### src/rtl/ppb_pkg.sv
// Package for the pixel palette builder: shared types and constants.
// Used by ppb_palette_ram, ppb_search and pixel_palette_builder_core; no dependencies.
`default_nettype none

package ppb_pkg;

  // Offset added to a palette slot to form the palette index
  localparam logic [7:0] INDEX_OFFSET = 8'd32;

  // Packed color {red, green, blue}
  localparam int unsigned COLOR_W = 24;
  typedef logic [COLOR_W-1:0] color_t;

  // One result item as produced by the search engine
  typedef struct packed {
    logic [7:0] pal_index;
    logic       new_color;
    logic [7:0] colors_in_use;
    logic       color_dropped;
  } ppb_result_t;

endpackage : ppb_pkg

`default_nettype wire

### src/rtl/ppb_search.sv
// Search engine: sweeps the filled palette, one read per cycle, up to the first match,
// then resolves hit, append or drop. Holds count and last index. Depends on ppb_pkg.
`default_nettype none

module ppb_search
  import ppb_pkg::*;
#(
  parameter int unsigned DEPTH = 224,
  parameter int unsigned AW    = 8,
  parameter int unsigned CW    = 8
) (
  input  wire logic          clk_i,
  input  wire logic          rst_ni,
  // pixel item
  input  wire logic          in_valid_i,
  output logic               in_stall_o,
  input  wire color_t        color_i,
  input  wire logic          first_of_image_i,
  // palette memory
  output logic               rd_en_o,
  output logic [AW-1:0]      rd_addr_o,
  input  wire color_t        rd_data_i,
  output logic               wr_en_o,
  output logic [AW-1:0]      wr_addr_o,
  output color_t             wr_data_o,
  // result item
  output logic               res_valid_o,
  input  wire logic          res_take_i,
  output ppb_result_t        res_o
);

  typedef enum logic [1:0] {
    S_IDLE,
    S_SCAN,
    S_RESOLVE
  } state_e;

  state_e        state_q, state_d;
  color_t        color_q, color_d;
  logic [CW-1:0] count_q, count_d;
  logic [7:0]    last_q, last_d;
  logic [CW-1:0] scan_q, scan_d;
  logic          cmp_vld_q, cmp_vld_d;
  logic [AW-1:0] cmp_idx_q, cmp_idx_d;
  logic          hit_q, hit_d;
  logic [AW-1:0] hit_idx_q, hit_idx_d;

  logic          room;

  assign room       = (count_q != CW'(DEPTH));
  assign in_stall_o = (state_q != S_IDLE);
  assign wr_addr_o  = count_q[AW-1:0];
  assign wr_data_o  = color_q;
  assign rd_addr_o  = scan_q[AW-1:0];

  // Next state, memory control and result
  always_comb begin
    state_d     = state_q;
    color_d     = color_q;
    count_d     = count_q;
    last_d      = last_q;
    scan_d      = scan_q;
    cmp_vld_d   = cmp_vld_q;
    cmp_idx_d   = cmp_idx_q;
    hit_d       = hit_q;
    hit_idx_d   = hit_idx_q;
    rd_en_o     = 1'b0;
    wr_en_o     = 1'b0;
    res_valid_o = 1'b0;
    res_o       = '0;

    unique case (state_q)
      S_IDLE: begin
        if (in_valid_i) begin
          color_d   = color_i;
          scan_d    = '0;
          cmp_vld_d = 1'b0;
          if (first_of_image_i) begin
            count_d = '0;
            last_d  = '0;
          end
          state_d = S_SCAN;
        end
      end

      S_SCAN: begin
        // Issue the next read while entries remain
        if (scan_q < count_q) begin
          rd_en_o   = 1'b1;
          scan_d    = scan_q + CW'(1);
          cmp_vld_d = 1'b1;
          cmp_idx_d = scan_q[AW-1:0];
        end else begin
          cmp_vld_d = 1'b0;
        end
        // Compare the entry read last cycle; first match wins
        if (cmp_vld_q && (rd_data_i == color_q)) begin
          hit_d     = 1'b1;
          hit_idx_d = cmp_idx_q;
          state_d   = S_RESOLVE;
        end else if (!cmp_vld_q && (scan_q == count_q)) begin
          hit_d   = 1'b0;
          state_d = S_RESOLVE;
        end
      end

      S_RESOLVE: begin
        res_valid_o = 1'b1;
        if (hit_q) begin
          res_o.pal_index     = 8'(hit_idx_q) + INDEX_OFFSET;
          res_o.colors_in_use = 8'(count_q);
          if (res_take_i) begin
            last_d = res_o.pal_index;
          end
        end else if (room) begin
          res_o.pal_index     = 8'(count_q) + INDEX_OFFSET;
          res_o.new_color     = 1'b1;
          res_o.colors_in_use = 8'(count_q + CW'(1));
          if (res_take_i) begin
            wr_en_o = 1'b1;
            last_d  = res_o.pal_index;
            count_d = count_q + CW'(1);
          end
        end else begin
          res_o.pal_index     = last_q;
          res_o.colors_in_use = 8'(count_q);
          res_o.color_dropped = 1'b1;
        end
        if (res_take_i) begin
          state_d = S_IDLE;
        end
      end

      default: begin
        state_d = S_IDLE;
      end
    endcase
  end

  // State and registered values
  always_ff @(posedge clk_i or negedge rst_ni) begin
    if (!rst_ni) begin
      state_q   <= S_IDLE;
      count_q   <= '0;
      last_q    <= '0;
      cmp_vld_q <= 1'b0;
      hit_q     <= 1'b0;
      scan_q    <= '0;
    end else begin
      state_q   <= state_d;
      count_q   <= count_d;
      last_q    <= last_d;
      cmp_vld_q <= cmp_vld_d;
      hit_q     <= hit_d;
      scan_q    <= scan_d;
    end
  end

  // Payload registers
  always_ff @(posedge clk_i) begin
    color_q   <= color_d;
    cmp_idx_q <= cmp_idx_d;
    hit_idx_q <= hit_idx_d;
  end

endmodule : ppb_search

`default_nettype wire

### config.mk
export PLATFORM = sky130hd
export DESIGN_NAME = ppb_search
export DESIGN_NICKNAME = d
export VERILOG_FILES = /design/src/rtl/ppb_pkg.sv /design/src/rtl/ppb_search.sv
export SDC_FILE = /design/constraint.sdc
export NUM_CORES = 1
export LEC_CHECK = 0
export ABC_AREA = 1
export BUFFER_PORTS_ARGS = -buffer_cell sky130_fd_sc_hd__buf_2
export CAP_MARGIN = 25
export CORE_UTILIZATION = 45
export DETAILED_ROUTE_END_ITERATION = 8
export PLACE_DENSITY = 0.8
export SETUP_SLACK_MARGIN = 0.2
export SKIP_LAST_GASP = 1
export SLEW_MARGIN = 20
export SYNTH_ARGS = -nofsm -noshare
export SYNTH_HDL_FRONTEND = slang
export SYNTH_SLANG_ARGS = --single-unit
### constraint.sdc
create_clock -name clk_i -period 5.5 [get_ports clk_i]
set_input_delay 1.1 -clock clk_i [delete_from_list [all_inputs] [get_ports clk_i]]
set_output_delay 1.1 -clock clk_i [all_outputs]
set_load 0.02 [all_outputs]
# Yosys cells after proc, flatten, opt, wreduce, memory -nomap -nowiden
# Index checks and enable logic that the tools add are counted.
# totals
register_bits,68
output_inout_bits,62
# op_classes
add_sub_neg,4
order_cmp,1
eq_ne,15
n_mux,39
reduce_logical,17
# op_table
cell,n
$mux W8,15
$pmux W8 S2,3
$eq A24 B24 Y1,1
$mux W18,1
$add A8 B1 Y8 const B,2
$add A8 B6 Y8 const B,2
$mux W1,14
$ne A2 B2 Y1 const B,6
$ne A3 B3 Y1 const B,4
$reduce_and A6 Y1,2
$reduce_and A2 Y1,5
$eq A8 B8 Y1,1
$lt A8 B8 Y1,1
$mux W2,4
$ne A8 B8 Y1 const B,1
$reduce_bool A2 Y1,4
$pmux W2 S3,1
$reduce_and A3 Y1,2
$eq A2 B1 Y1 const B,1
$eq A2 B2 Y1 const B,1
$logic_and A1 B1 Y1,2
$logic_not A2 Y1,1
$pmux W1 S2,1
$logic_not A1 Y1,1

# Longest topological paths before layout
# Gate-level depths: netlist of run 1.
# depth
word_depth,5
ltp_mapped,11
depth_no_buf,11

# Worst setup path after synthesis of run 1
# Ideal clock, no wire load.
# synth_timing
path_type,input -> register
start,input in_valid_i
end,register scan_q[0] (netlist: rd_addr_o[0])
setup_ps,129
arrival_time_ps,2915
slack_ps,2456
path_stages,5
path_buffers,0
cell_sequence,inv_1 -> nor2_1 -> inv_1 -> nand2_1 -> o21ai_0
# synth_between
elab_chain_len,2
# synth_rtl
item,line_no,source
from (decl),ppb_search.sv:15,"input wire logic in_valid_i,"
$ne A2 B2 Y1 (no line),-,
$reduce_and A3 Y1 (no line),-,
to (signal assigned),ppb_search.sv:155,scan_q <= scan_d;
to (decl),ppb_search.sv:42,"logic [CW-1:0] scan_q, scan_d;"
# No other way between the ends.
# A chain may end at the register's enable or synchronous reset.

# Worst setup path in the final report of run 1
# layout_timing
start,register count_q[3] (netlist: wr_addr_o[3])
end,output rd_en_o
# layout_between
elab_chain_len,3
# layout_rtl
item,line_no,source
from (decl),ppb_search.sv:40,"logic [CW-1:0] count_q, count_d;"
from (signal assigned),ppb_search.sv:151,count_q <= count_d;
$lt A8 B8 Y1,ppb_search.sv:88,if (scan_q < count_q) begin
$mux W1,ppb_search.sv:88,
$mux W1,ppb_search.sv:72,unique case (state_q)
to (decl),ppb_search.sv:20,"output logic rd_en_o,"
# No other way between the ends.

==> report_table.html, run 1 <==
<table>
<tr><th>Metric</th><th>Value</th></tr>
<tr><th colspan="2">Layout</th></tr>
<tr><td>Ant. Diodes</td><td>0</td></tr>
<tr><td>Core Util, Final</td><td>0.580</td></tr>
<tr><td>Final net count</td><td>roughly 650</td></tr>
<tr><td>Area growth syn-to-layout</td><td>23.5%</td></tr>
<tr><td>Final-layout fill cell count</td><td>~730</td></tr>
<tr><td>Reg area</td><td>approximately 1900 µm²</td></tr>
<tr><td>Fin area</td><td>4820 µm²</td></tr>
<tr><td>Total area of multi-input combinational cells</td><td>about 1700 µm²</td></tr>
<tr><td>Commonest cells after routing, fill and taps aside</td><td>127 x nand2_1, 114 x buf_2, 69 x inv_1, 41 x nor2_1, 40 x edfxtp_1</td></tr>
<tr><td>Commonest non-fill, non-tap cell in the layout</td><td>nand2_1</td></tr>
<tr><td>Fraction of final layout cells with drive strength greater than 1</td><td>0.292</td></tr>
<tr><th colspan="2">STA</th></tr>
<tr><td>Relative slew slack</td><td>0.546</td></tr>
<tr><td>Setup tns final</td><td>0 ns</td></tr>
<tr><td>Total setup violations reported at the end of the flow</td><td>0</td></tr>
<tr><td>Number of slew-limit violations in the final report</td><td>0</td></tr>
<tr><td>Peak Freq</td><td>~290 MHz</td></tr>
<tr><td>Time the worst path needs with I/O delays and setup</td><td>~3.5 ns</td></tr>
<tr><td>Worst Max-Slew Pin Slew</td><td>just under 0.7 ns</td></tr>
<tr><td>Share of the clock period used by the worst path</td><td>0.636</td></tr>
<tr><td>Final hold violation count</td><td>0</td></tr>
<tr><td>Final worst slack</td><td>2.00 ns</td></tr>
<tr><td>Setup repair after global routing missed its margin</td><td>false</td></tr>
<tr><td>Setup Skew</td><td>0.0106 ns</td></tr>
<tr><th colspan="2">Placed design</th></tr>
<tr><td>Cell Area, Placed</td><td>around 4600 µm²</td></tr>
<tr><td>Buffers added on ports</td><td>114</td></tr>
<tr><td>HPWL after detailed placement</td><td>between 7 and 8 mm</td></tr>
<tr><td>GP Congestion</td><td>about 0.90</td></tr>
<tr><td>Dpl ws</td><td>between 2 and 2.5 ns</td></tr>
<tr><th colspan="2">Floorplan</th></tr>
<tr><td>Core area</td><td>~8300 µm²</td></tr>
<tr><td>Number of core rows</td><td>33</td></tr>
<tr><td>Die Footprint</td><td>around 9000 µm²</td></tr>
<tr><td>Die Wd</td><td>95.1 µm</td></tr>
<tr><td>Vertical extent of the die</td><td>approximately 95 µm</td></tr>
<tr><td>Effective utilization at floorplan</td><td>0.470</td></tr>
<tr><td>I/O pin cnt</td><td>115</td></tr>
<tr><th colspan="2">Worst setup path</th></tr>
<tr><td>Category of the critical setup timing path</td><td>register to primary output</td></tr>
<tr><td>Worst R2R Setup Slack</td><td>approximately 3.4 ns</td></tr>
<tr><td>Largest fanout on the critical path</td><td>11</td></tr>
<tr><td>Cell family contributing the most delay on the critical path</td><td>buffers and inverters</td></tr>
<tr><td>Worst reg2reg startpoint</td><td>wr_addr_o[3]</td></tr>
<tr><td>Most prevalent standard cell on the critical path</td><td>inv_1</td></tr>
<tr><td>Endpoint arrival time on the critical path</td><td>approximately 2.4 ns</td></tr>
<tr><td>Count of buffer and inverter cells on the critical path</td><td>3</td></tr>
<tr><td>Endpoint class of the critical path</td><td>primary output</td></tr>
<tr><td>Slowest cell on the critical path</td><td>dfrtp_1</td></tr>
<tr><td>Data required time at the worst endpoint</td><td>around 4.4 ns</td></tr>
<tr><td>Max stage delay on crit path</td><td>about 0.51 ns</td></tr>
<tr><td>Worst reg2reg path depth</td><td>7</td></tr>
<tr><td>Series of cell instances along the critical path</td><td>inv_1 &gt; ha_1 &gt; a21oi_1 &gt; o21ai_0 &gt; nand2_1 &gt; nand4_2 &gt; inv_1 &gt; buf_2</td></tr>
<tr><td>Worst Setup Start Kind</td><td>register</td></tr>
<tr><td>Capturing point of the worst reg2reg path</td><td>cmp_idx_q[6]</td></tr>
<tr><th colspan="2">Worst hold path</th></tr>
<tr><td>Worst min-delay path class</td><td>register to register</td></tr>
<tr><td>Hold_sp</td><td>cmp_idx_q[1]</td></tr>
<tr><td>Destination of the worst hold path</td><td>hit_idx_q[1]</td></tr>
<tr><td>Cell depth of the worst min-delay path</td><td>0</td></tr>
<tr><th colspan="2">Clock tree</th></tr>
<tr><td>Max Root-Sink Buffers</td><td>2</td></tr>
<tr><td>Clock slew at reported path FFs</td><td>0.08 ns</td></tr>
<tr><td>Setup repair bufs after CTS</td><td>0</td></tr>
<tr><td>Count of hold buffers inserted by post-cts repair</td><td>0</td></tr>
<tr><td>Number of H-tree levels</td><td>3</td></tr>
<tr><td>Root Buffer Master</td><td>clkbuf_8</td></tr>
<tr><td>CTS tree</td><td>yes</td></tr>
<tr><td>Clk sink count</td><td>between 60 and 70</td></tr>
<tr><td>TritonCTS buffer count</td><td>9</td></tr>
<tr><td>Number of gates resized after cts</td><td>0</td></tr>
<tr><td>Latest clock arrival within the worst-skew pair</td><td>between 0.3 and 0.4 ns</td></tr>
<tr><th colspan="2">Synthesis</th></tr>
<tr><td>Number of register bits inferred by synthesis</td><td>about 70</td></tr>
<tr><td>Post-Synthesis Net Count</td><td>525</td></tr>
<tr><td>Cells after synthesis</td><td>about 460</td></tr>
<tr><td>Number of enable-type register cells in the synthesized netlist</td><td>40</td></tr>
<tr><td>Portion of synthesized cell area occupied by the leading cell type</td><td>0.308</td></tr>
<tr><td>Synth Flop Type</td><td>edfxtp_1</td></tr>
<tr><td>Largest cells by area after synthesis</td><td>edfxtp_1 31%, dfrtp_1 18%, nand2_1 12%, inv_1 6.6%, ha_1 4.2%</td></tr>
<tr><td>Total of warnings raised by yosys</td><td>0</td></tr>
<tr><td>Netlist Area Pre-Place</td><td>~4000 µm²</td></tr>
<tr><td>Share of synthesized registers carrying an async set or reset</td><td>0.412</td></tr>
<tr><td>Cell taking the most area after synthesis</td><td>edfxtp_1</td></tr>
<tr><td>Sequential area share after synthesis</td><td>0.487</td></tr>
<tr><td>Synth Area per Inst</td><td>about 8.5 µm²</td></tr>
<tr><td>Number of distinct library cell variants in the gate-level netlist after synthesis</td><td>39</td></tr>
<tr><th colspan="2">Drt</th></tr>
<tr><td>Number of remaining DRC errors</td><td>0</td></tr>
<tr><td>Vias</td><td>between 3000 and 4000</td></tr>
<tr><td>First DRT Iteration DRCs</td><td>140</td></tr>
<tr><td>Final Routed Wirelength</td><td>between 9 and 10 mm</td></tr>
<tr><td>Antenna-violating nets left</td><td>0</td></tr>
<tr><td>First-pass iteration count of the detailed router</td><td>4</td></tr>
<tr><td>Routed wire length per instance</td><td>14.4 µm</td></tr>
<tr><td>Vias per Instance</td><td>between 5 and 6</td></tr>
<tr><th colspan="2">Global routing</th></tr>
<tr><td>Vias in the first global route</td><td>between 3000 and 4000</td></tr>
<tr><td>GRT overflow</td><td>0</td></tr>
<tr><td>Largest net degree at the start of global routing</td><td>29</td></tr>
<tr><td>Number of antenna violations at the first check in global routing</td><td>0</td></tr>
<tr><td>GRT Util Overall</td><td>0.231</td></tr>
<tr><td>Wire length of the first global-routing pass</td><td>15.7 mm</td></tr>
<tr><th colspan="2">Job</th></tr>
<tr><td>Number of violations of the max-capacitance limit</td><td>0</td></tr>
<tr><th colspan="2">Pwr</th></tr>
<tr><td>Leakage power summed over all cells</td><td>roughly 0.0025 µW</td></tr>
<tr><td>Ratio of total power to cell area</td><td>approximately 380 nW/µm²</td></tr>
<tr><td>Total Power</td><td>1810 µW</td></tr>
<tr><td>Worst IR Drop VDD</td><td>0.195 mV</td></tr>
<tr><th colspan="2">Outcome</th></tr>
<tr><td>Outcome</td><td>finished, final reports clean</td></tr>
</table>
-- logic make-up after synthesis --
kind of cell,synth area share
AND/OR/NAND/NOR,0.265
buffers and inverters,0.0837
flip-flops,0.487
AO/OA/AOI/OAI,0.0844
XOR/XNOR,0.0382
adder cells (fa/ha/maj),0.0417
-- through the flow --
stage | hold WS [ns] | instances
after global routing | 0.417 | 690
final | 0.411 | 690
after floorplan | 0.400 | 459
after global placement | 0.403 | 674
after CTS | 0.415 | 690
after detailed placement | 0.407 | 674
-- layout make-up --
cell class,instances,share of cell area
Multi-Input combinational cell,310,0.349
Timing Repair Buffer,115,0.120
Clock buffer,10,0.0265
Tap cell,105,0.0273
Inverter,76,0.0592
Clock inverter,6,0.0234
Sequential cell,68,0.395
-- power breakdown --
part | switching [µW] | internal [µW]
clock network | 201 | 302
registers | 64.6 | 644
logic | 416 | 182
total | 681 | 1130
-- state kept, by name (all words and copies together), names as in the netlist --
name / flops
cmp_idx_q: 8
cmp_vld_q: 1
hit_idx_q: 8
hit_q: 1
last_q: 8
rd_addr_o: 8
state_q: 2
wr_addr_o: 8
wr_data_o: 24
-- synthesized netlist by cell type, types with 2 or more instances --
library cell,count
xnor2_1,4
buf_2,2
inv_1,69
nand2_2,5
nor2_4,2
nand2_1,127
ha_1,13
a211oi_1,2
nor3_1,7
o21ai_2,10
nor4_1,2
a21oi_2,3
o21ai_0,14
xor2_1,13
edfxtp_1,40
or2_2,2
a21oi_1,17
o22ai_1,3
nand3_1,22
nor2_2,2
nand4_1,6
dfrtp_1,28
nor3_2,2
nand2_4,2
nor2_1,42
inv_2,7
-- worst max-delay path by stage --
stage / startpoint / to / slack, ns / cells past startpoint
finish: wr_addr_o[3] / rd_en_o / 2.00 / 8
global route: wr_addr_o[3] / rd_en_o / 1.78 / 8
CTS: wr_addr_o[3] / rd_en_o / 2.00 / 8
detailed placement: rd_data_i[23] / hit_idx_q[2] / 2.38 / 6
global placement: wr_addr_o[3] / rd_en_o / 2.47 / 8
floorplan: in_valid_i / rd_addr_o[0] / 2.46 / 5
-- routing by layer --
metal | part of all wire | global-route usage | wire length, µm
met2 | 0.51 | 0.401 | 5050
met4 | 0.018 | 0.114 | 175
met1 | 0.41 | 0.267 | 4070
met5 | 0 | 0 | 0
met3 | 0.061 | 0.0526 | 600
No activity file was read; power rests on OpenSTA's default activity.
==> inputs of run 2 (changes only) <==
Settings changed: PLACE_DENSITY 0.8 to 0.83.
Clock period 5.5 ns to 3.1 ns, I/O delays scaled along.
==> run 2 against run 1 <==
  * Design area is 0.62% lower
  * Sequential share of layout area is 0.27 points higher
  * Critical path type unchanged
  * Total power is 66% higher
==> report_table.html, run 2 (same netlist as run 1, synthesis figures left out) <==
<table>
<tr><th>Metric</th><th>Value</th></tr>
<tr><th colspan="2">Global routing</th></tr>
<tr><td>Largest net degree at the start of global routing</td><td>29 (unchanged)</td></tr>
<tr><td>Wire length of the first global-routing pass</td><td>15.8 mm (was 15.7 mm)</td></tr>
<tr><td>GRT overflow</td><td>0 (unchanged)</td></tr>
<tr><td>GRT Util Overall</td><td>0.230 (was 0.231)</td></tr>
<tr><td>Vias in the first global route</td><td>3446 (was 3404)</td></tr>
<tr><td>Number of antenna violations at the first check in global routing</td><td>0 (unchanged)</td></tr>
<tr><th colspan="2">Pwr</th></tr>
<tr><td>Total net switching power</td><td>1240 µW (was 681 µW)</td></tr>
<tr><td>Worst IR Drop VDD</td><td>0.335 mV (was 0.195 mV)</td></tr>
<tr><td>Proportion of power drawn by flip-flops and latches</td><td>0.418 (was 0.391)</td></tr>
<tr><td>Ratio of total power to cell area</td><td>629 nW/µm² (was 376 nW/µm²)</td></tr>
<tr><td>Leakage power summed over all cells</td><td>0.00247 µW (was 0.00249 µW)</td></tr>
<tr><td>Relative contribution of the clock network to total power</td><td>0.222 (was 0.278)</td></tr>
<tr><td>Switching Fraction</td><td>0.411 (was 0.377)</td></tr>
<tr><td>Power Internal</td><td>1770 µW (was 1130 µW)</td></tr>
<tr><td>Combinational power share</td><td>0.361 (was 0.331)</td></tr>
<tr><td>Total Power</td><td>3010 µW (was 1810 µW)</td></tr>
<tr><th colspan="2">STA</th></tr>
<tr><td>Time the worst path needs with I/O delays and setup</td><td>roughly 2.8 ns</td></tr>
<tr><td>Relative slew slack</td><td>0.534 (was 0.546)</td></tr>
<tr><td>Share of the clock period used by the worst path</td><td>0.889</td></tr>
<tr><td>Total setup violations reported at the end of the flow</td><td>0 (unchanged)</td></tr>
<tr><td>Setup repair after global routing missed its margin</td><td>false (unchanged)</td></tr>
<tr><td>Setup tns final</td><td>0 ns (unchanged)</td></tr>
<tr><td>Setup Skew</td><td>0.0146 ns (was 0.0106 ns)</td></tr>
<tr><td>Worst Max-Slew Pin Slew</td><td>0.698 ns (was 0.681 ns)</td></tr>
<tr><td>Number of slew-limit violations in the final report</td><td>0 (unchanged)</td></tr>
<tr><td>Final worst slack</td><td>0.344 ns (was 2.00 ns)</td></tr>
<tr><td>Final hold violation count</td><td>0 (unchanged)</td></tr>
<tr><td>Peak Freq</td><td>~360 MHz</td></tr>
<tr><th colspan="2">Worst setup path</th></tr>
<tr><td>Worst reg2reg startpoint</td><td>wr_addr_o[3] (unchanged)</td></tr>
<tr><td>Endpoint arrival time on the critical path</td><td>2.14 ns (was 2.40 ns)</td></tr>
<tr><td>Endpoint of the most critical setup path</td><td>rd_en_o (unchanged)</td></tr>
<tr><td>Capturing point of the worst reg2reg path</td><td>cmp_idx_q[7] (was cmp_idx_q[6])</td></tr>
<tr><td>Data required time at the worst endpoint</td><td>2.48 ns (was 4.40 ns)</td></tr>
<tr><td>Startpoint of the most critical setup path</td><td>wr_addr_o[3] (unchanged)</td></tr>
<tr><td>Worst reg2reg path depth</td><td>8 (was 7)</td></tr>
<tr><td>Worst R2R Setup Slack</td><td>0.99 ns (was 3.35 ns)</td></tr>
<tr><td>Endpoint class of the critical path</td><td>primary output (unchanged)</td></tr>
<tr><td>Worst Setup Start Kind</td><td>register (unchanged)</td></tr>
<tr><td>Largest fanout on the critical path</td><td>9 (was 11)</td></tr>
<tr><td>Category of the critical setup timing path</td><td>register to primary output (unchanged)</td></tr>
<tr><th colspan="2">Floorplan</th></tr>
<tr><td>Number of core rows</td><td>33 (unchanged)</td></tr>
<tr><td>I/O pin cnt</td><td>115 (unchanged)</td></tr>
<tr><td>Core area</td><td>8300 µm² (unchanged)</td></tr>
<tr><td>Die Footprint</td><td>9050 µm² (unchanged)</td></tr>
<tr><td>Effective utilization at floorplan</td><td>0.470 (unchanged)</td></tr>
<tr><td>Die Wd</td><td>95.1 µm (unchanged)</td></tr>
<tr><td>Vertical extent of the die</td><td>95.1 µm (unchanged)</td></tr>
<tr><th colspan="2">Drt</th></tr>
<tr><td>Number of remaining DRC errors</td><td>0 (unchanged)</td></tr>
<tr><td>Vias per Instance</td><td>5.06 (was 5.04)</td></tr>
<tr><td>Antenna-violating nets left</td><td>0 (unchanged)</td></tr>
<tr><td>Final Routed Wirelength</td><td>9.73 mm (was 9.90 mm)</td></tr>
<tr><td>Routed wire length per instance</td><td>14.0 µm (was 14.4 µm)</td></tr>
<tr><td>Vias</td><td>3505 (was 3481)</td></tr>
<tr><td>First DRT Iteration DRCs</td><td>165 (was 140)</td></tr>
<tr><td>First-pass iteration count of the detailed router</td><td>4 (unchanged)</td></tr>
<tr><th colspan="2">Clock tree</th></tr>
<tr><td>Number of H-tree levels</td><td>3 (unchanged)</td></tr>
<tr><td>Count of hold buffers inserted by post-cts repair</td><td>0 (unchanged)</td></tr>
<tr><td>Clock slew at reported path FFs</td><td>0.09 ns (was 0.08 ns)</td></tr>
<tr><td>Latest clock arrival within the worst-skew pair</td><td>0.34 ns (was 0.35 ns)</td></tr>
<tr><td>Max Root-Sink Buffers</td><td>2 (unchanged)</td></tr>
<tr><td>CTS tree</td><td>yes (unchanged)</td></tr>
<tr><td>Clk sink count</td><td>68 (unchanged)</td></tr>
<tr><td>Root Buffer Master</td><td>clkbuf_8 (unchanged)</td></tr>
<tr><td>TritonCTS buffer count</td><td>9 (unchanged)</td></tr>
<tr><th colspan="2">Job</th></tr>
<tr><td>Number of violations of the max-capacitance limit</td><td>0 (unchanged)</td></tr>
<tr><th colspan="2">Layout</th></tr>
<tr><td>Flip-flop count of the largest register after layout</td><td>24 (unchanged)</td></tr>
<tr><td>Fraction of final layout cells with drive strength greater than 1</td><td>0.301 (was 0.292)</td></tr>
<tr><td>Reg area</td><td>1900 µm² (about the same)</td></tr>
<tr><td>Area growth syn-to-layout</td><td>22.7% (was 23.5%)</td></tr>
<tr><td>Ant. Diodes</td><td>0 (unchanged)</td></tr>
<tr><td>Final net count</td><td>649 (was 646)</td></tr>
<tr><td>Core Util, Final</td><td>0.577 (was 0.580)</td></tr>
<tr><td>Fin area</td><td>4790 µm² (was 4820 µm²)</td></tr>
<tr><td>Commonest non-fill, non-tap cell in the layout</td><td>nand2_1 (unchanged)</td></tr>
<tr><td>Final-layout fill cell count</td><td>742 (was 734)</td></tr>
<tr><td>Total area of multi-input combinational cells</td><td>1690 µm² (was 1680 µm²)</td></tr>
<tr><td>Commonest cells after routing, fill and taps aside</td><td>127 x nand2_1, 114 x buf_2, 66 x inv_1, 41 x nor2_1, 40 x edfxtp_1 (was 127 x nand2_1, 114 x buf_2, 69 x inv_1, 41 x nor2_1, 40 x edfxtp_1)</td></tr>
<tr><th colspan="2">Outcome</th></tr>
<tr><td>Outcome</td><td>finished, final reports clean (unchanged)</td></tr>
<tr><th colspan="2">Placed design</th></tr>
<tr><td>Cell Area, Placed</td><td>4590 µm² (was 4570 µm²)</td></tr>
<tr><td>HPWL after detailed placement</td><td>7.55 mm (was 7.48 mm)</td></tr>
<tr><td>GP Congestion</td><td>0.933 (was 0.898)</td></tr>
<tr><td>Buffers added on ports</td><td>114 (unchanged)</td></tr>
<tr><td>Dpl ws</td><td>0.631 ns (was 2.38 ns)</td></tr>
<tr><th colspan="2">Worst hold path</th></tr>
<tr><td>Worst min-delay path class</td><td>input port to asynchronous set/reset pin (was register to register)</td></tr>
</table>
-- run 2: worst max-delay path, stage by stage, from the launching register on --
cell and delay, ns:
dfrtp_2 0.49, inv_1 0.14, ha_1 0.32, a21oi_1 0.16, o21ai_0 0.12, nand2_1 0.12
nand4_4 0.15, inv_1 0.12, buf_2 0.17
-- run 2: cell type report --
type	count	share of cell area
well taps	105	0.0274
flip-flops and latches	68	0.398
inverters	76	0.0596
clock inverters	7	0.0110
multi-input cells	310	0.353
repair buffers	118	0.125
clock buffers	9	0.0259
-- run 2: per-stage QoR --
stage                     hold slack, ns  cells
final                              0.315    693
after floorplan                    0.324    459
after global placement             0.401    677
after detailed placement           0.406    677
after CTS                          0.321    693
after global routing               0.356    693
-- run 2: how the worst min path moves through the flow --
| stage | end | slack [ns] | depth (start not counted) | startpoint |
|---|---|---|---|---|
| floorplan | cmp_vld_q | 0.32 | 0 | rst_ni |
| global placement | hit_idx_q[5] | 0.40 | 0 | cmp_idx_q[5] |
| detailed placement | hit_idx_q[0] | 0.41 | 0 | cmp_idx_q[0] |
| CTS | wr_addr_o[4] | 0.32 | 1 | rst_ni |
| global route | wr_addr_o[4] | 0.36 | 1 | rst_ni |
| finish | wr_addr_o[4] | 0.31 | 1 | rst_ni |
-- run 2: metal layers --
layer | global-route usage | wire length, µm | vias to the layer above
li1 | - | - | 1730
met1 | 0.277 | 4080 | 1623
met2 | 0.396 | 4880 | 137
met3 | 0.0431 | 593 | 15
met4 | 0.105 | 169 | 0
met5 | 0 | 0 | -
-- run 2: power by group through the flow --
stage / sequential (µW) / clock [µW] / combinational [µW]
final: 1260 / 668 / 1090
after global routing: 1280 / 720 / 1200
after CTS: 1260 / 681 / 1060
after detailed placement: 1270 / 0 / 1060
after global placement: 1260 / 0 / 1040
after floorplan: 1350 / 0 / 666
-- run 2: timing repair --
action / CTS / global route
endpoints found under the setup margin: 0 / 8
gates resized for setup: 0 / 6
buffers inserted: 0 / 0
endpoints found under the hold margin: 0 / 0
==> inputs of run 3 (changes only) <==
Settings changed: CTS_BUF_LIST set to sky130_fd_sc_hd__clkbuf_16.
==> run 3 against run 2 <==
  * Clock skew decreased by 0.0052 ns
  * Total power increased by 8.9%
  * Cell count unchanged
  * Clock power increased by 42%
  * Setup slack improved by 0.0096 ns
  * Critical path depth unchanged
  * Sequential power about the same
  * Critical path type unchanged
  * Critical endpoint unchanged
  * Via count increased by 0.60%
  * Register-to-register slack about the same
==> report_table.html, run 3 (same netlist as run 1, synthesis figures left out) <==
<table>
<tr><th>Metric</th><th>Value</th></tr>
<tr><th colspan="2">Global routing</th></tr>
<tr><td>Met2 capacity usage during global routing</td><td>0.399 (was 0.396)</td></tr>
<tr><td>Largest net degree at the start of global routing</td><td>29 (unchanged)</td></tr>
<tr><td>Number of antenna violations at the first check in global routing</td><td>0 (unchanged)</td></tr>
<tr><td>GRT Util Overall</td><td>0.231 (was 0.230)</td></tr>
<tr><td>Met1 track demand over resource in global routing</td><td>0.271 (was 0.277)</td></tr>
<tr><td>Met3 routing resource usage after global routing</td><td>0.0486 (was 0.0431)</td></tr>
<tr><td>Grt peak-use layer</td><td>met2 (unchanged)</td></tr>
<tr><td>Vias in the first global route</td><td>3430 (was 3446)</td></tr>
<tr><td>GRT overflow</td><td>0 (unchanged)</td></tr>
<tr><td>Wire length of the first global-routing pass</td><td>15.8 mm (about the same)</td></tr>
<tr><th colspan="2">Floorplan</th></tr>
<tr><td>Die Footprint</td><td>9050 µm² (unchanged)</td></tr>
<tr><td>Vertical extent of the die</td><td>95.1 µm (unchanged)</td></tr>
<tr><td>Number of core rows</td><td>33 (unchanged)</td></tr>
<tr><td>Core area</td><td>8300 µm² (unchanged)</td></tr>
<tr><td>Effective utilization at floorplan</td><td>0.470 (unchanged)</td></tr>
<tr><td>I/O pin cnt</td><td>115 (unchanged)</td></tr>
<tr><td>Die Wd</td><td>95.1 µm (unchanged)</td></tr>
<tr><th colspan="2">STA</th></tr>
<tr><td>Number of slew-limit violations in the final report</td><td>0 (unchanged)</td></tr>
<tr><td>Worst Max-Slew Pin Slew</td><td>0.700 ns (was 0.698 ns)</td></tr>
<tr><td>Setup repair after global routing missed its margin</td><td>false (unchanged)</td></tr>
<tr><td>Time the worst path needs with I/O delays and setup</td><td>2.75 ns (was 2.76 ns)</td></tr>
<tr><td>Peak Freq</td><td>364 MHz (was 363 MHz)</td></tr>
<tr><td>Share of the clock period used by the worst path</td><td>0.886 (was 0.889)</td></tr>
<tr><td>Final hold violation count</td><td>0 (unchanged)</td></tr>
<tr><td>Total setup violations reported at the end of the flow</td><td>0 (unchanged)</td></tr>
<tr><td>Setup tns final</td><td>0 ns (unchanged)</td></tr>
<tr><td>Relative slew slack</td><td>0.533 (was 0.534)</td></tr>
<tr><td>Setup Skew</td><td>0.00941 ns (was 0.0146 ns)</td></tr>
<tr><th colspan="2">Pwr</th></tr>
<tr><td>Leakage power summed over all cells</td><td>0.00251 µW (was 0.00247 µW)</td></tr>
<tr><td>Total Power</td><td>3280 µW (was 3010 µW)</td></tr>
<tr><td>Ratio of total power to cell area</td><td>672 nW/µm² (was 629 nW/µm²)</td></tr>
<tr><td>Worst IR Drop VDD</td><td>0.338 mV (was 0.335 mV)</td></tr>
<tr><th colspan="2">Clock tree</th></tr>
<tr><td>TritonCTS buffer count</td><td>9 (unchanged)</td></tr>
<tr><td>Setup repair bufs after CTS</td><td>0 (unchanged)</td></tr>
<tr><td>Latest clock arrival within the worst-skew pair</td><td>0.33 ns (was 0.34 ns)</td></tr>
<tr><td>Number of gates resized after cts</td><td>0 (unchanged)</td></tr>
<tr><td>Max Root-Sink Buffers</td><td>2 (unchanged)</td></tr>
<tr><td>Root Buffer Master</td><td>clkbuf_16 (was clkbuf_8)</td></tr>
<tr><td>Clk sink count</td><td>68 (unchanged)</td></tr>
<tr><td>Clock slew at reported path FFs</td><td>0.06 ns (was 0.09 ns)</td></tr>
<tr><td>Count of hold buffers inserted by post-cts repair</td><td>0 (unchanged)</td></tr>
<tr><td>Number of H-tree levels</td><td>3 (unchanged)</td></tr>
<tr><td>CTS tree</td><td>yes (unchanged)</td></tr>
<tr><th colspan="2">Placed design</th></tr>
<tr><td>GP Congestion</td><td>0.933 (unchanged)</td></tr>
<tr><td>Buffers added on ports</td><td>114 (unchanged)</td></tr>
<tr><td>HPWL after detailed placement</td><td>7.55 mm (unchanged)</td></tr>
<tr><th colspan="2">Layout</th></tr>
<tr><td>Final net count</td><td>649 (unchanged)</td></tr>
<tr><td>Area growth syn-to-layout</td><td>25.1% (was 22.7%)</td></tr>
<tr><td>Total area of multi-input combinational cells</td><td>1680 µm² (was 1690 µm²)</td></tr>
<tr><td>Final-layout fill cell count</td><td>721 (was 742)</td></tr>
<tr><td>Commonest cells after routing, fill and taps aside</td><td>127 x nand2_1, 114 x buf_2, 67 x inv_1, 41 x nor2_1, 40 x edfxtp_1 (was 127 x nand2_1, 114 x buf_2, 66 x inv_1, 41 x nor2_1, 40 x edfxtp_1)</td></tr>
<tr><td>Flip-flop count of the largest register after layout</td><td>24 (unchanged)</td></tr>
<tr><td>Ant. Diodes</td><td>0 (unchanged)</td></tr>
<tr><td>Fraction of final layout cells with drive strength greater than 1</td><td>0.299 (was 0.301)</td></tr>
<tr><td>Reg area</td><td>1900 µm² (unchanged)</td></tr>
<tr><td>Commonest non-fill, non-tap cell in the layout</td><td>nand2_1 (unchanged)</td></tr>
<tr><th colspan="2">Drt</th></tr>
<tr><td>Final Routed Wirelength</td><td>9.71 mm (was 9.73 mm)</td></tr>
<tr><td>First DRT Iteration DRCs</td><td>190 (was 165)</td></tr>
<tr><td>Vias per Instance</td><td>5.09 (was 5.06)</td></tr>
<tr><td>Routed wire length per instance</td><td>14.0 µm (about the same)</td></tr>
<tr><td>Number of remaining DRC errors</td><td>0 (unchanged)</td></tr>
<tr><td>Vias</td><td>3526 (was 3505)</td></tr>
<tr><td>Antenna-violating nets left</td><td>0 (unchanged)</td></tr>
<tr><td>First-pass iteration count of the detailed router</td><td>4 (unchanged)</td></tr>
<tr><th colspan="2">Worst setup path</th></tr>
<tr><td>Worst Setup Start Kind</td><td>register (unchanged)</td></tr>
<tr><td>Startpoint of the most critical setup path</td><td>wr_addr_o[3] (unchanged)</td></tr>
<tr><td>Largest fanout on the critical path</td><td>9 (unchanged)</td></tr>
<tr><td>Endpoint arrival time on the critical path</td><td>2.13 ns (was 2.14 ns)</td></tr>
<tr><td>Data required time at the worst endpoint</td><td>2.48 ns (about the same)</td></tr>
<tr><td>Worst reg2reg startpoint</td><td>wr_addr_o[3] (unchanged)</td></tr>
<tr><td>Endpoint class of the critical path</td><td>primary output (unchanged)</td></tr>
<tr><td>Category of the critical setup timing path</td><td>register to primary output (unchanged)</td></tr>
<tr><th colspan="2">Outcome</th></tr>
<tr><td>Outcome</td><td>finished, final reports clean (unchanged)</td></tr>
<tr><th colspan="2">Worst hold path</th></tr>
<tr><td>Worst min-delay path class</td><td>input port to asynchronous set/reset pin (unchanged)</td></tr>
<tr><th colspan="2">Job</th></tr>
<tr><td>Number of violations of the max-capacitance limit</td><td>0 (unchanged)</td></tr>
</table>
==> run 3: cell types whose count changed in the layout (fill, tap and decap cells not counted) <==
cell,change
inv_1,+1
inv_2,-1
nand4_4,-1
nand4_2,+1
clkbuf_16,+9
clkbuf_8,-9
==> run 3: worst paths after layout <==
check / end / slack, ns / depth (start not counted)
max in group asynchronous: wr_addr_o[3] / 2.28 / 1
min in group clk_i: hit_idx_q[4] / 0.41 / 0
min: wr_addr_o[2] / 0.33 / 1
min reg2reg: hit_idx_q[4] / 0.41 / 0
max: rd_en_o / 0.35 / 8
max reg2reg: cmp_idx_q[7] / 0.99 / 8
==> run 3: where the power goes <==
| group | switching (µW) | total, µW | leakage, µW | internal (µW) |
|---|---|---|---|---|
| Clock | 403 | 947 | 0.000126 | 543 |
| Combinational | 738 | 1070 | 0.00164 | 334 |
| Sequential | 115 | 1260 | 0.000751 | 1140 |
| Total | 1260 | 3280 | 0.00251 | 2020 |
==> run 3: metrics by stage <==
stage	cells	utilization	instance area (µm²)	hold slack [ns]	setup WS, ns
after CTS	693	0.587	4870	0.344	0.263
after floorplan	459	-	3900	0.324	0.512
final	693	0.588	4880	0.330	0.354
after global routing	693	0.588	4880	0.387	0.215
after global placement	677	0.554	4590	0.401	0.681
after detailed placement	677	0.554	4590	0.406	0.631
==> run 3: critical path, stage by stage, from the launching register on <==
cell     delay (ns)
dfrtp_2        0.48
inv_1          0.14
ha_1           0.32
a21oi_1        0.13
o21ai_0        0.10
nand2_1        0.08
nand4_2        0.22
inv_1          0.15
buf_2          0.18
==> run 3: area by class of cell <==
class / instances / area share
Tap cell: 105 / 0.0269
Inverter: 76 / 0.0585
Clock buffer: 9 / 0.0462
Clock inverter: 7 / 0.0108
Multi-Input combinational cell: 310 / 0.345
Timing Repair Buffer: 118 / 0.123
Sequential cell: 68 / 0.390
==> run 3: per-layer routing <==
layer,vias to the layer above,share of wire
met2,133,0.49
met3,28,0.060
met1,1627,0.42
met5,-,0
li1,1738,-
met4,0,0.032
